**src/rtl/core/p2f_pkg.sv**
```systemverilog
// Shared types and codes for the page to frame map.
package p2f_pkg;

	typedef enum logic [1:0] {
		OP_INSERT = 2'd0,
		OP_LOOKUP = 2'd1,
		OP_DELETE = 2'd2,
		OP_NONE   = 2'd3
	} req_op_t;

	typedef enum logic [1:0] {
		ST_OK        = 2'd0,
		ST_NOT_FOUND = 2'd1,
		ST_FULL      = 2'd2
	} status_t;

	typedef enum logic [1:0] {
		SLOT_EMPTY   = 2'd0,
		SLOT_USED    = 2'd1,
		SLOT_DELETED = 2'd2
	} slot_state_t;

	typedef struct packed {
		req_op_t     op;
		logic [31:0] key;
		logic [15:0] frame;
	} item_t;

	typedef struct packed {
		slot_state_t st;
		logic [31:0] key;
		logic [15:0] frame;
	} slot_t;

	typedef struct packed {
		logic full;
		logic empty;
	} fifo_flags_t;

endpackage

```
**src/rtl/core/page_to_frame_map_top.sv**
```systemverilog
// Top level of the page to frame map: front end, request queue and probe engine.
//
//   Channel   Handshake                  Fields
//   request   start / busy               req_type, page_number, frame_number
//   result    done (one-cycle strobe)    status, frame_out, entry_count
//
// A request beat is taken on a clock edge where start is high and busy is low.
// Each request yields exactly one result beat, shown for one cycle while done is high.
// After reset the engine sweeps the slot memory to mark every slot empty, and busy
// stays high throughout.
// A request is registered in the front end, waits in the queue, is issued by the
// engine and then probes one slot at a time. With a well spread key set a request
// probes one to a few slots; the worst case is ENTRIES probes, set by the single
// read port of the slot memory. The result side cannot stall. The front end raises
// busy only during the memory sweep or while the queue is full and its own stage is
// occupied, so it keeps taking beats while the engine probes.
module page_to_frame_map_top import p2f_pkg::*; #(
	parameter int ENTRIES = 64
) (
	input  logic        clk,
	input  logic        arst_n,
	input  logic        start,
	output logic        busy,
	input  logic [1:0]  req_type,
	input  logic [31:0] page_number,
	input  logic [15:0] frame_number,
	output logic        done,
	output logic [1:0]  status,
	output logic [15:0] frame_out,
	output logic [6:0]  entry_count
);

	// Slot index width and the width of the pair counter, which must hold ENTRIES.
	localparam int IDX_W = $clog2(ENTRIES);
	localparam int CW    = $clog2(ENTRIES + 1);
	localparam int QW    = $bits(item_t) + IDX_W;

	logic             clearing;
	fifo_flags_t      q_flags;
	logic             push;
	item_t            push_item;
	logic [IDX_W-1:0] push_idx;
	logic             pop;
	logic [QW-1:0]    pop_data;
	item_t            q_item;
	logic [IDX_W-1:0] q_idx;

	p2f_front #(
		.ENTRIES (ENTRIES),
		.IDX_W   (IDX_W)
	) u_front (
		.clk          (clk),
		.arst_n       (arst_n),
		.start        (start),
		.req_type     (req_type),
		.page_number  (page_number),
		.frame_number (frame_number),
		.clearing     (clearing),
		.q_flags      (q_flags),
		.busy         (busy),
		.push         (push),
		.push_item    (push_item),
		.push_idx     (push_idx)
	);

	// Each queue entry carries the request and its home slot.
	p2f_queue #(
		.DW (QW)
	) u_queue (
		.clk       (clk),
		.arst_n    (arst_n),
		.push      (push),
		.push_data ({push_item, push_idx}),
		.pop       (pop),
		.pop_data  (pop_data),
		.flags     (q_flags)
	);

	assign {q_item, q_idx} = pop_data;

	p2f_back #(
		.ENTRIES (ENTRIES),
		.IDX_W   (IDX_W),
		.CW      (CW)
	) u_back (
		.clk         (clk),
		.arst_n      (arst_n),
		.q_flags     (q_flags),
		.q_item      (q_item),
		.q_idx       (q_idx),
		.pop         (pop),
		.clearing    (clearing),
		.done        (done),
		.status      (status),
		.frame_out   (frame_out),
		.entry_count (entry_count)
	);

endmodule

```
**src/rtl/core/p2f_front.sv**
```systemverilog
// Front end: accepts requests, classifies the code and hashes the page to a home slot.
module p2f_front import p2f_pkg::*; #(
	parameter int ENTRIES = 64,
	parameter int IDX_W   = 6
) (
	input  logic               clk,
	input  logic               arst_n,
	input  logic               start,
	input  logic [1:0]         req_type,
	input  logic [31:0]        page_number,
	input  logic [15:0]        frame_number,
	input  logic               clearing,
	input  fifo_flags_t        q_flags,
	output logic               busy,
	output logic               push,
	output item_t              push_item,
	output logic [IDX_W-1:0]   push_idx
);

	logic             valid_s1;
	item_t            item_s1;
	logic [IDX_W-1:0] idx_s1;
	logic             accept;
	req_op_t          op_c;
	logic [IDX_W-1:0] fold_c;
	logic [IDX_W-1:0] home_c;

	// Codes outside the three requests become a no-operation.
	always_comb begin
		case (req_type)
			OP_INSERT: op_c = OP_INSERT;
			OP_LOOKUP: op_c = OP_LOOKUP;
			OP_DELETE: op_c = OP_DELETE;
			default:   op_c = OP_NONE;
		endcase
	end

	// XOR fold of the key, then one conditional subtract into the slot range.
	always_comb begin
		fold_c = '0;
		for (int i = 0; i < 32; i++) begin
			fold_c[i % IDX_W] = fold_c[i % IDX_W] ^ page_number[i];
		end
		if ({1'b0, fold_c} >= (IDX_W + 1)'(ENTRIES)) begin
			home_c = IDX_W'({1'b0, fold_c} - (IDX_W + 1)'(ENTRIES));
		end else begin
			home_c = fold_c;
		end
	end

	assign busy   = clearing || (valid_s1 && q_flags.full);
	assign accept = start && !busy;
	assign push   = valid_s1 && !q_flags.full;

	always_ff @(posedge clk or negedge arst_n) begin
		if (!arst_n) begin
			valid_s1 <= 1'b0;
		end else if (accept) begin
			valid_s1 <= 1'b1;
		end else if (push) begin
			valid_s1 <= 1'b0;
		end
	end

	always_ff @(posedge clk) begin
		if (accept) begin
			item_s1 <= '{op: op_c, key: page_number, frame: frame_number};
			idx_s1  <= home_c;
		end
	end

	assign push_item = item_s1;
	assign push_idx  = idx_s1;

endmodule

```
**src/rtl/core/p2f_queue.sv**
```systemverilog
// Two-deep request queue between the front end and the probe engine.
module p2f_queue import p2f_pkg::*; #(
	parameter int DW = 56
) (
	input  logic          clk,
	input  logic          arst_n,
	input  logic          push,
	input  logic [DW-1:0] push_data,
	input  logic          pop,
	output logic [DW-1:0] pop_data,
	output fifo_flags_t   flags
);

	logic [DW-1:0] buf_q [2];
	logic          wr_ptr_q;
	logic          rd_ptr_q;
	logic [1:0]    fill_q;

	always_ff @(posedge clk or negedge arst_n) begin
		if (!arst_n) begin
			wr_ptr_q <= 1'b0;
			rd_ptr_q <= 1'b0;
			fill_q   <= 2'd0;
		end else begin
			if (push) begin
				wr_ptr_q <= !wr_ptr_q;
			end
			if (pop) begin
				rd_ptr_q <= !rd_ptr_q;
			end
			if (push && !pop) begin
				fill_q <= fill_q + 2'd1;
			end else if (pop && !push) begin
				fill_q <= fill_q - 2'd1;
			end
		end
	end

	always_ff @(posedge clk) begin
		if (push) begin
			buf_q[wr_ptr_q] <= push_data;
		end
	end

	assign pop_data    = buf_q[rd_ptr_q];
	assign flags.full  = (fill_q == 2'd2);
	assign flags.empty = (fill_q == 2'd0);

endmodule

```
**src/rtl/core/p2f_back.sv**
```systemverilog
// Probe engine: linear probing over the slot memory, with a clearing pass after reset.
module p2f_back import p2f_pkg::*; #(
	parameter int ENTRIES = 64,
	parameter int IDX_W   = 6,
	parameter int CW      = 7
) (
	input  logic             clk,
	input  logic             arst_n,
	input  fifo_flags_t      q_flags,
	input  item_t            q_item,
	input  logic [IDX_W-1:0] q_idx,
	output logic             pop,
	output logic             clearing,
	output logic             done,
	output logic [1:0]       status,
	output logic [15:0]      frame_out,
	output logic [6:0]       entry_count
);

	typedef enum logic [1:0] {
		S_CLEAR,
		S_IDLE,
		S_PROBE
	} state_t;

	state_t           state_q;
	slot_t            mem [ENTRIES];
	slot_t            rd_data_q;
	logic [IDX_W-1:0] rd_addr;
	logic             we;
	logic [IDX_W-1:0] waddr;
	slot_t            wdata;

	logic [IDX_W-1:0] clr_q;
	req_op_t          op_q;
	logic [31:0]      key_q;
	logic [15:0]      frame_q;
	logic [IDX_W-1:0] cur_q;
	logic [IDX_W-1:0] probes_q;
	logic             free_have_q;
	logic [IDX_W-1:0] free_idx_q;
	logic [CW-1:0]    count_q;
	logic             done_q;
	status_t          status_q;
	logic [15:0]      frame_out_q;

	logic             hit;
	logic             slot_free;
	logic             last;
	logic             finish;
	logic             ins_ok;
	logic [IDX_W-1:0] ins_idx;
	logic [IDX_W-1:0] next_idx;
	status_t          res_status;
	logic [15:0]      res_frame;
	logic [CW-1:0]    count_next;

	assign next_idx  = (cur_q == IDX_W'(ENTRIES - 1)) ? '0 : cur_q + IDX_W'(1);
	assign hit       = (rd_data_q.st == SLOT_USED) && (rd_data_q.key == key_q);
	assign slot_free = (rd_data_q.st != SLOT_USED);
	assign last      = (rd_data_q.st == SLOT_EMPTY) || (probes_q == IDX_W'(ENTRIES - 1));
	assign finish    = (state_q == S_PROBE) && (hit || last);
	assign ins_idx   = free_have_q ? free_idx_q : cur_q;
	assign ins_ok    = (free_have_q || slot_free) && (count_q < CW'(ENTRIES));

	assign pop      = (state_q == S_IDLE) && !q_flags.empty;
	assign clearing = (state_q == S_CLEAR);

	always_comb begin
		case (state_q)
			S_IDLE:  rd_addr = q_idx;
			S_PROBE: rd_addr = next_idx;
			default: rd_addr = '0;
		endcase
	end

	// Memory write and result of the probe that ends this cycle.
	always_comb begin
		we         = 1'b0;
		waddr      = cur_q;
		wdata      = '{st: SLOT_USED, key: key_q, frame: frame_q};
		res_status = ST_NOT_FOUND;
		res_frame  = '0;
		count_next = count_q;
		if (state_q == S_CLEAR) begin
			we    = 1'b1;
			waddr = clr_q;
			wdata = '{st: SLOT_EMPTY, key: '0, frame: '0};
		end else if (finish) begin
			if (hit) begin
				res_status = ST_OK;
				case (op_q)
					OP_INSERT: begin
						we = 1'b1;
					end
					OP_LOOKUP: begin
						res_frame = rd_data_q.frame;
					end
					OP_DELETE: begin
						we         = 1'b1;
						wdata      = '{st: SLOT_DELETED, key: rd_data_q.key,
							frame: rd_data_q.frame};
						count_next = count_q - CW'(1);
					end
					default: begin
						res_status = ST_NOT_FOUND;
					end
				endcase
			end else if (op_q == OP_INSERT) begin
				if (ins_ok) begin
					we         = 1'b1;
					waddr      = ins_idx;
					res_status = ST_OK;
					count_next = count_q + CW'(1);
				end else begin
					res_status = ST_FULL;
				end
			end
		end
	end

	always_ff @(posedge clk) begin
		if (we) begin
			mem[waddr] <= wdata;
		end
		rd_data_q <= mem[rd_addr];
	end

	always_ff @(posedge clk or negedge arst_n) begin
		if (!arst_n) begin
			state_q     <= S_CLEAR;
			clr_q       <= '0;
			count_q     <= '0;
			done_q      <= 1'b0;
			status_q    <= ST_NOT_FOUND;
			frame_out_q <= '0;
			op_q        <= OP_NONE;
			key_q       <= '0;
			frame_q     <= '0;
			cur_q       <= '0;
			probes_q    <= '0;
			free_have_q <= 1'b0;
			free_idx_q  <= '0;
		end else begin
			done_q <= 1'b0;
			case (state_q)
				S_CLEAR: begin
					clr_q <= clr_q + IDX_W'(1);
					if (clr_q == IDX_W'(ENTRIES - 1)) begin
						state_q <= S_IDLE;
					end
				end
				S_IDLE: begin
					if (!q_flags.empty) begin
						op_q        <= q_item.op;
						key_q       <= q_item.key;
						frame_q     <= q_item.frame;
						cur_q       <= q_idx;
						probes_q    <= '0;
						free_have_q <= 1'b0;
						if (q_item.op == OP_NONE) begin
							done_q      <= 1'b1;
							status_q    <= ST_NOT_FOUND;
							frame_out_q <= '0;
						end else begin
							state_q <= S_PROBE;
						end
					end
				end
				S_PROBE: begin
					if (finish) begin
						done_q      <= 1'b1;
						status_q    <= res_status;
						frame_out_q <= res_frame;
						count_q     <= count_next;
						state_q     <= S_IDLE;
					end else begin
						cur_q    <= next_idx;
						probes_q <= probes_q + IDX_W'(1);
						if (slot_free && !free_have_q) begin
							free_have_q <= 1'b1;
							free_idx_q  <= cur_q;
						end
					end
				end
				default: begin
					state_q <= S_IDLE;
				end
			endcase
		end
	end

	assign done        = done_q;
	assign status      = status_q;
	assign frame_out   = frame_out_q;
	assign entry_count = 7'(count_q);

endmodule

```
**config.mk**
```make
export PLATFORM = sky130hd
export DESIGN_NAME = page_to_frame_map_top
export DESIGN_NICKNAME = d
export VERILOG_FILES = /design/src/rtl/core/p2f_pkg.sv /design/src/rtl/core/page_to_frame_map_top.sv /design/src/rtl/core/p2f_front.sv /design/src/rtl/core/p2f_queue.sv /design/src/rtl/core/p2f_back.sv
export SDC_FILE = /design/constraint.sdc
export NUM_CORES = 2
export LEC_CHECK = 0
export BUFFER_PORTS_ARGS = -buffer_cell sky130_fd_sc_hd__buf_2
export CAP_MARGIN = 5
export CORE_MARGIN = 4
export CORE_UTILIZATION = 45
export DETAILED_ROUTE_END_ITERATION = 6
export PLACE_DENSITY = 0.63
export SKIP_CTS_REPAIR_TIMING = 1
export SLEW_MARGIN = 10
export SYNTH_ARGS = -nofsm -noshare
export SYNTH_HDL_FRONTEND = slang
export SYNTH_SLANG_ARGS = --single-unit
```
**constraint.sdc**
```tcl
create_clock -name clk -period 11.9 [get_ports clk]
set_clock_uncertainty 0.15 [all_clocks]
set_input_delay 0 -clock clk [delete_from_list [all_inputs] [get_ports clk]]
set_output_delay 0 -clock clk [all_outputs]
set_load 0.05 [all_outputs]
```
Word-level counts from Yosys, hierarchy flattened:

Memories as Yosys holds them, arrays and structs flattened. A register that Yosys moved wholly into a read port is not among the register bits.
Cells that the tools add are included.

* register bits: 164
* bits in writable memories: 3312
* input port bits: 53
* memories: 2

* add/sub/neg operators: 7
* order comparisons: 1
* equality and inequality tests: 22
* muxes and demuxes: 66
* bitwise operators: 29
* reduce and logical (&&, ||, !) cells: 41

Memory list
* u_back.mem: words 64, bits a word 50, read ports 1, clocked after Yosys merged registers in 1, wr ports 1, line p2f_back.sv:27 `slot_t mem [ENTRIES];`
* u_queue.buf_q: words 2, bits a word 56, read ports 1, clocked after Yosys merged registers in 0, wr ports 1, line p2f_queue.sv:14 `logic [DW-1:0] buf_q [2];`

Operator list (number)
* $mux W50: 4
* $mux W16: 6
* $mux W6: 11
* $pmux W6 S2: 3
* $eq A32 B32 Y1: 1
* $pmux W16 S2: 1
* $mux W7: 4
* $mux W2: 13
* $xor A1 B1 Y1: 26
* $mux W1: 19
* $add A6 B1 Y6 const B: 3
* $eq A6 B6 Y1 const B: 3
* $ne A2 B2 Y1 const B: 6
* $pmux W2 S3: 2
* $reduce_and A4 Y1: 3
* $eq A2 B2 Y1 const B: 5
* $logic_and A1 B1 Y1: 10
* $logic_not A2 Y1: 5
* $reduce_bool A2 Y1: 5
* $eq A2 B1 Y1 const B: 4
* $logic_not A1 Y1: 8
* $add A7 B1 Y7 const B: 1
* $lt A7 B7 Y1 const B: 1
* $sub A7 B1 Y7 const B: 1
* other kinds (12): 21

Logic depth before layout (Yosys ltp):

* depth after elaboration: 10
* mapped depth: 15
* mapped depth without buffers: 12

Cells and area by module:

A second synthesis with hierarchy kept.

* cell total of the unflattened synthesis: 9912
* area total of the unflattened synthesis: 140952.7 um^2

By module, submodules not included
* p2f_back: instances 1, cells each 9637, area an instance 134586.6 um^2, sequential area each 99674.3 um^2
* p2f_queue: instances 1, cells each 190, area an instance 4347.9 um^2, sequential area each 3463.3 um^2
* p2f_front: instances 1, cells each 85, area an instance 2018.2 um^2, sequential area each 1706.6 um^2

Worst setup path before layout:

OpenSTA, ideal clock, no wires.

* path kind: reg-to-reg
* start point: register u_back.key_q[31]
* end point: memory u_back.mem[41][0] (netlist name) (enable)
* data arrival time: 5.783 ns
* data required time: 11.231 ns
* slack: 5.448 ns
* cell stages (with the launch flop): 11
* path buffers: 2
* cell sequence: dfrtp_1 -> xor2_1 -> nor4b_2 -> nand4_1 -> nor4_4 -> buf_2 -> o21ai_0 -> nand2_1 -> clkbuf_1 -> nand4b_2 -> nor3_1

* word-level cells in the longest chain between the ends: 8
* elaborated cells between the ends (all ways): 12
* those cells by class: eq/ne: 1; mux: 8; reduce/logical: 3

RTL lines
* start, declared: line p2f_back.sv:36 `logic [31:0] key_q;`
* start signal, assigned: line p2f_back.sv:156 `key_q <= q_item.key;`
* $eq A32 B32 Y1 *: line p2f_back.sv:59 `assign hit = (rd_data_q.st == SLOT_USED) && (rd_data_q.key == key_q);`
* $logic_and A1 B1 Y1 *: line p2f_back.sv:59
* $logic_or A1 B1 Y1: line p2f_back.sv:62 `assign finish = (state_q == S_PROBE) && (hit || last);`
* $logic_and A1 B1 Y1: line p2f_back.sv:62
* $mux W1: line p2f_back.sv:89 `end else if (finish) begin`
* $mux W1: line p2f_back.sv:85 `if (state_q == S_CLEAR) begin`
* $mux W1: line p2f_back.sv:123 `if (we) begin`
* $mux W1 (implied by the code): line p2f_back.sv:124 `mem[waddr] <= wdata;`
* end, declared: line p2f_back.sv:27

Mark *: on every way between the ends. The rest lies on a longest branch, timed or not.

Final worst setup path:

* start point: register u_queue.rd_ptr_q
* end point: register u_back.rd_data_q[8] (netlist name)

* word-level cells in the longest chain between the ends: 2

RTL lines
* start, declared: line p2f_queue.sv:16 `logic rd_ptr_q;`
* start signal, assigned: line p2f_queue.sv:29 `rd_ptr_q <= !rd_ptr_q;`
* $mem_v2 Z2 W56
* $pmux W6 S2: line p2f_back.sv:70 `case (state_q)`

No other way between the ends.
A chain may end at the register's enable or synchronous reset.

==> flow_summary.ini <==
[sta]
slew_headroom_pct = 9.35
hold_ws_ns = -0.00560
fin_tns_setup_ns = 0
period_share_pct = 57.2
fmaxAchievable_mhz = 147
finalHoldViolations = 1
min_period_ns = 6.80
finalSetupViolCount = 0
rsz0062_at_grt = false
drv_slew = 0
worst_slew_pin_slew_ns = 1.35
setup_ws_ns = 5.10

[synthesis]
ys_seq_area_share_pct = 74.9
synth_flop_cell = edfxtp_1
synth_edf_count = 3368
syn_avg_cell_area_sq_um = 14.8
yosysTopAreaCell = edfxtp_1
synth_cell_type_count = 86
ys_seq_elements = 3526
synth_top_area_share_pct = 72.3
synth.top_cells.by_area = edfxtp_1 72%, nand2_1 2.7%, nor2_1 2.4%, dfrtp_1 1.9%, a311o_1 1.3%
yosysWarnings = 0
syn-cell-area_sq_um = 140000
syn-num-nets = 9522
synthCells = 9456
synthArstFlopShare_pct = 3.06

[place]
pre_cts_ws_ns = 5.34
place_congestion = 0.900
portBuffers = 79
place_hpwl_microns = 238000

[global_route]
grt_usage_pct = 26.7
overflow = 0
grt_pass1_vias = 83500
grt_pass1_wl_microns = 619000
grt_max_degree = 203
antenna_found_initial = 14

[worst_setup_path]
rr_worst_depth = 11
cp_common_cell = buf_4
critical_path_class = flop to flop
critPathSlowestCell = nor3_1
endpoint_kind = flop
critical_path.max_stage_delay_ns = 1.01
crit_chain = buf_4 -> mux2_2 -> a32oi_4 -> buf_4 -> buf_4 -> buf_4 -> buf_4 -> and3_1 -> a311oi_1 -> nor3_1 -> o32ai_1
cp.required_ns = 12.49
worstPathArrival_ns = 7.40
cp_max_fo = 53
cp-start-kind = flop

[layout]
layout_commonest_cell = edfxtp_1
drive_above_1_share_pct = 11.2
final_cell_mix = 3368 x edfxtp_1, 988 x nand2_1, 814 x nor2_1, 357 x clkbuf_16, 298 x inv_1
nFillCells = 25100
nets = 9612
syn_to_final_growth_pct = 13.0

[power_and_ir_drop]
powerDensity_nw_per_um2 = 155
clockPowerShare_pct = 45.2
total_leakage_power_uw = 0.0477
p_int_uw = 19800
finalPower_uw = 24500
swShare_pct = 19.2
power.share.combinational_pct = 0.3
p_sw_uw = 4720
sequentialPowerShare_pct = 54.5
irDropWorstVdd_v = 0.000123

[route]
wirelength_microns = 440000
dr.pass1.iters = 7
viasPerCell = 6.38
drt-initial-drc-count = 14000
avgRoutedWirePerCell_microns = 31.5
post-route-drc-count = 3
antenna_left = 0
vias = 89000

[floorplan]
coreArea_sq_um = 309000
start_util_pct = 45.3
die_w_microns = 566
die_area_sq_um = 320000
fp.dieH_microns = 566
ios = 80
rows = 204

[min_path]
whs_path_depth = 4
hold_path.class = input port to flop

[run_status]
violations = design-rule violations, negative hold slack
outcome = complete, but fails checks

[clocking]
cts_buffer_depth = 4
path_clk_slew_ns = 0.06
cts-root-buf = clkbuf_16
cts.sinks = 3526
clk_latency_ns = 0.91
cts_max_level = 5
tritoncts = yes
cts_buffers = 353

[job]
max-cap-violations = 0
## area by class of cell
class | instances | area [sq um] | share of cell area [%]
clock inverter | 158 | 1790 | 1.13
timing repair buffer | 445 | 3570 | 2.26
tap | 4120 | 5150 | 3.26
inverter | 298 | 1120 | 0.708
clock buffer | 473 | 9630 | 6.09
antenna | 11 | 27.5 | 0.0174
multi-input combinational | 4922 | 31900 | 20.2
sequential | 3526 | 105000 | 66.3
## routing by layer
metal	wire, microns	up-vias	global-route usage, %	share of wire (%)
met2	199000	5823	40.7	45
met5	13	-	0	0.0030
met3	47000	1070	4.92	11
li1	-	36900	-	-
met1	166000	45200	36.5	38
met4	27400	2	14.2	6.2
## worst max-delay path: cells and delay by family, from the launching register on
kind                   cells  cell delay [ns]
multiplexers               1             0.50
buffers and inverters      5             3.31
AND/OR/NAND/NOR            2             1.25
AO/OA/AOI/OAI              3             0.53
flip-flops                 1             0.63
## synthesized netlist by cell type, drive strengths merged, types with 77 or more instances
cell and number:
nand3 211, a31oi 125, edfxtp 3368, nor2 883
a311oi 213, and3 154, o221ai 77, a21oi 107
inv 298, o21ai 286, mux2i 148, buf 246
clkbuf 464, dfrtp 105, a311o 186, nand3b 165
o311ai 176, nand2 994, nor3 110, a211oi 116
o211ai 237
## per-stage QoR
| stage | std cells | hold WS [ns] | utilization, % | area (sq um) |
|---|---|---|---|---|
| 4_1_cts | 13800 | -1.12 | 50.8 | 157000 |
| 3_3_place_gp | 13200 | -0.165 | 47.0 | 145000 |
| 3_5_place_dp | 13200 | -0.160 | 47.1 | 145000 |
| 6_report | 14000 | -0.00560 | 51.1 | 158000 |
| 2_1_floorplan | 9456 | -0.446 | - | 140000 |
| 5_1_grt | 13900 | -0.0107 | 51.1 | 158000 |
## kinds of logic (layout without fill, tap and decap cells)
logic type	Yosys count	count (layout)	share of synthesized area (%)
other	0	11	0
flip-flops	3526	3526	74.9
XOR/XNOR	82	82	0.513
AND/OR/NAND/NOR	2687	2687	8.66
buffers and inverters	1008	1374	2.91
AO/OA/AOI/OAI	1903	1903	10.5
adder cells (fa/ha/maj)	14	14	0.129
multiplexers	236	236	2.34
## power by group through the flow
| stage | sequential, uW | clock (uW) | combinational [uW] |
|---|---|---|---|
| after CTS | 13400 | 11200 | 39.2 |
| after detailed placement | 13600 | 0 | 38.6 |
| after floorplan | 13600 | 0 | 13.4 |
| final | 13400 | 11100 | 69.1 |
| after global placement | 13600 | 0 | 38.5 |
| after global routing | 13400 | 11700 | 73.6 |
## sequential cells by signal, summed over array words and instances (netlist names)
name,cells
u_back.clr_q,6
u_back.cur_q,6
u_back.done,1
u_back.entry_count,7
u_back.frame_out,16
u_back.frame_q,16
u_back.free_have_q,1
u_back.free_idx_q,6
u_back.key_q,32
u_back.mem,3200
u_back.op_q,2
u_back.probes_q,6
u_back.rd_data_q,50
u_back.state_q,2
u_back.status,2
u_front.push_idx,6
u_front.push_item,50
u_front.valid_s1,1
u_queue.buf_q,112
u_queue.fill_q,2
u_queue.rd_ptr_q,1
u_queue.wr_ptr_q,1
## worst paths after layout
kind	start	end	slack (ns)
max	u_queue.rd_ptr_q$_DFFE_PN0P_	u_back.rd_data_q[8]$_DFF_P_	5.10
min	page_number[1]	u_front.push_idx[1]$_DFFE_PP_	-0.006
max reg2reg	u_queue.rd_ptr_q$_DFFE_PN0P_	u_back.rd_data_q[8]$_DFF_P_	5.10
min reg2reg	u_front.push_item[24]$_DFFE_PP_	u_queue.buf_q[1][30]$_DFFE_PP_	0.29
max in group asynchronous	arst_n	u_queue.rd_ptr_q$_DFFE_PN0P_	10.51
min in group asynchronous	arst_n	u_back.done$_DFF_PN0_	0.02
No activity file was read; power rests on OpenSTA's default activity.
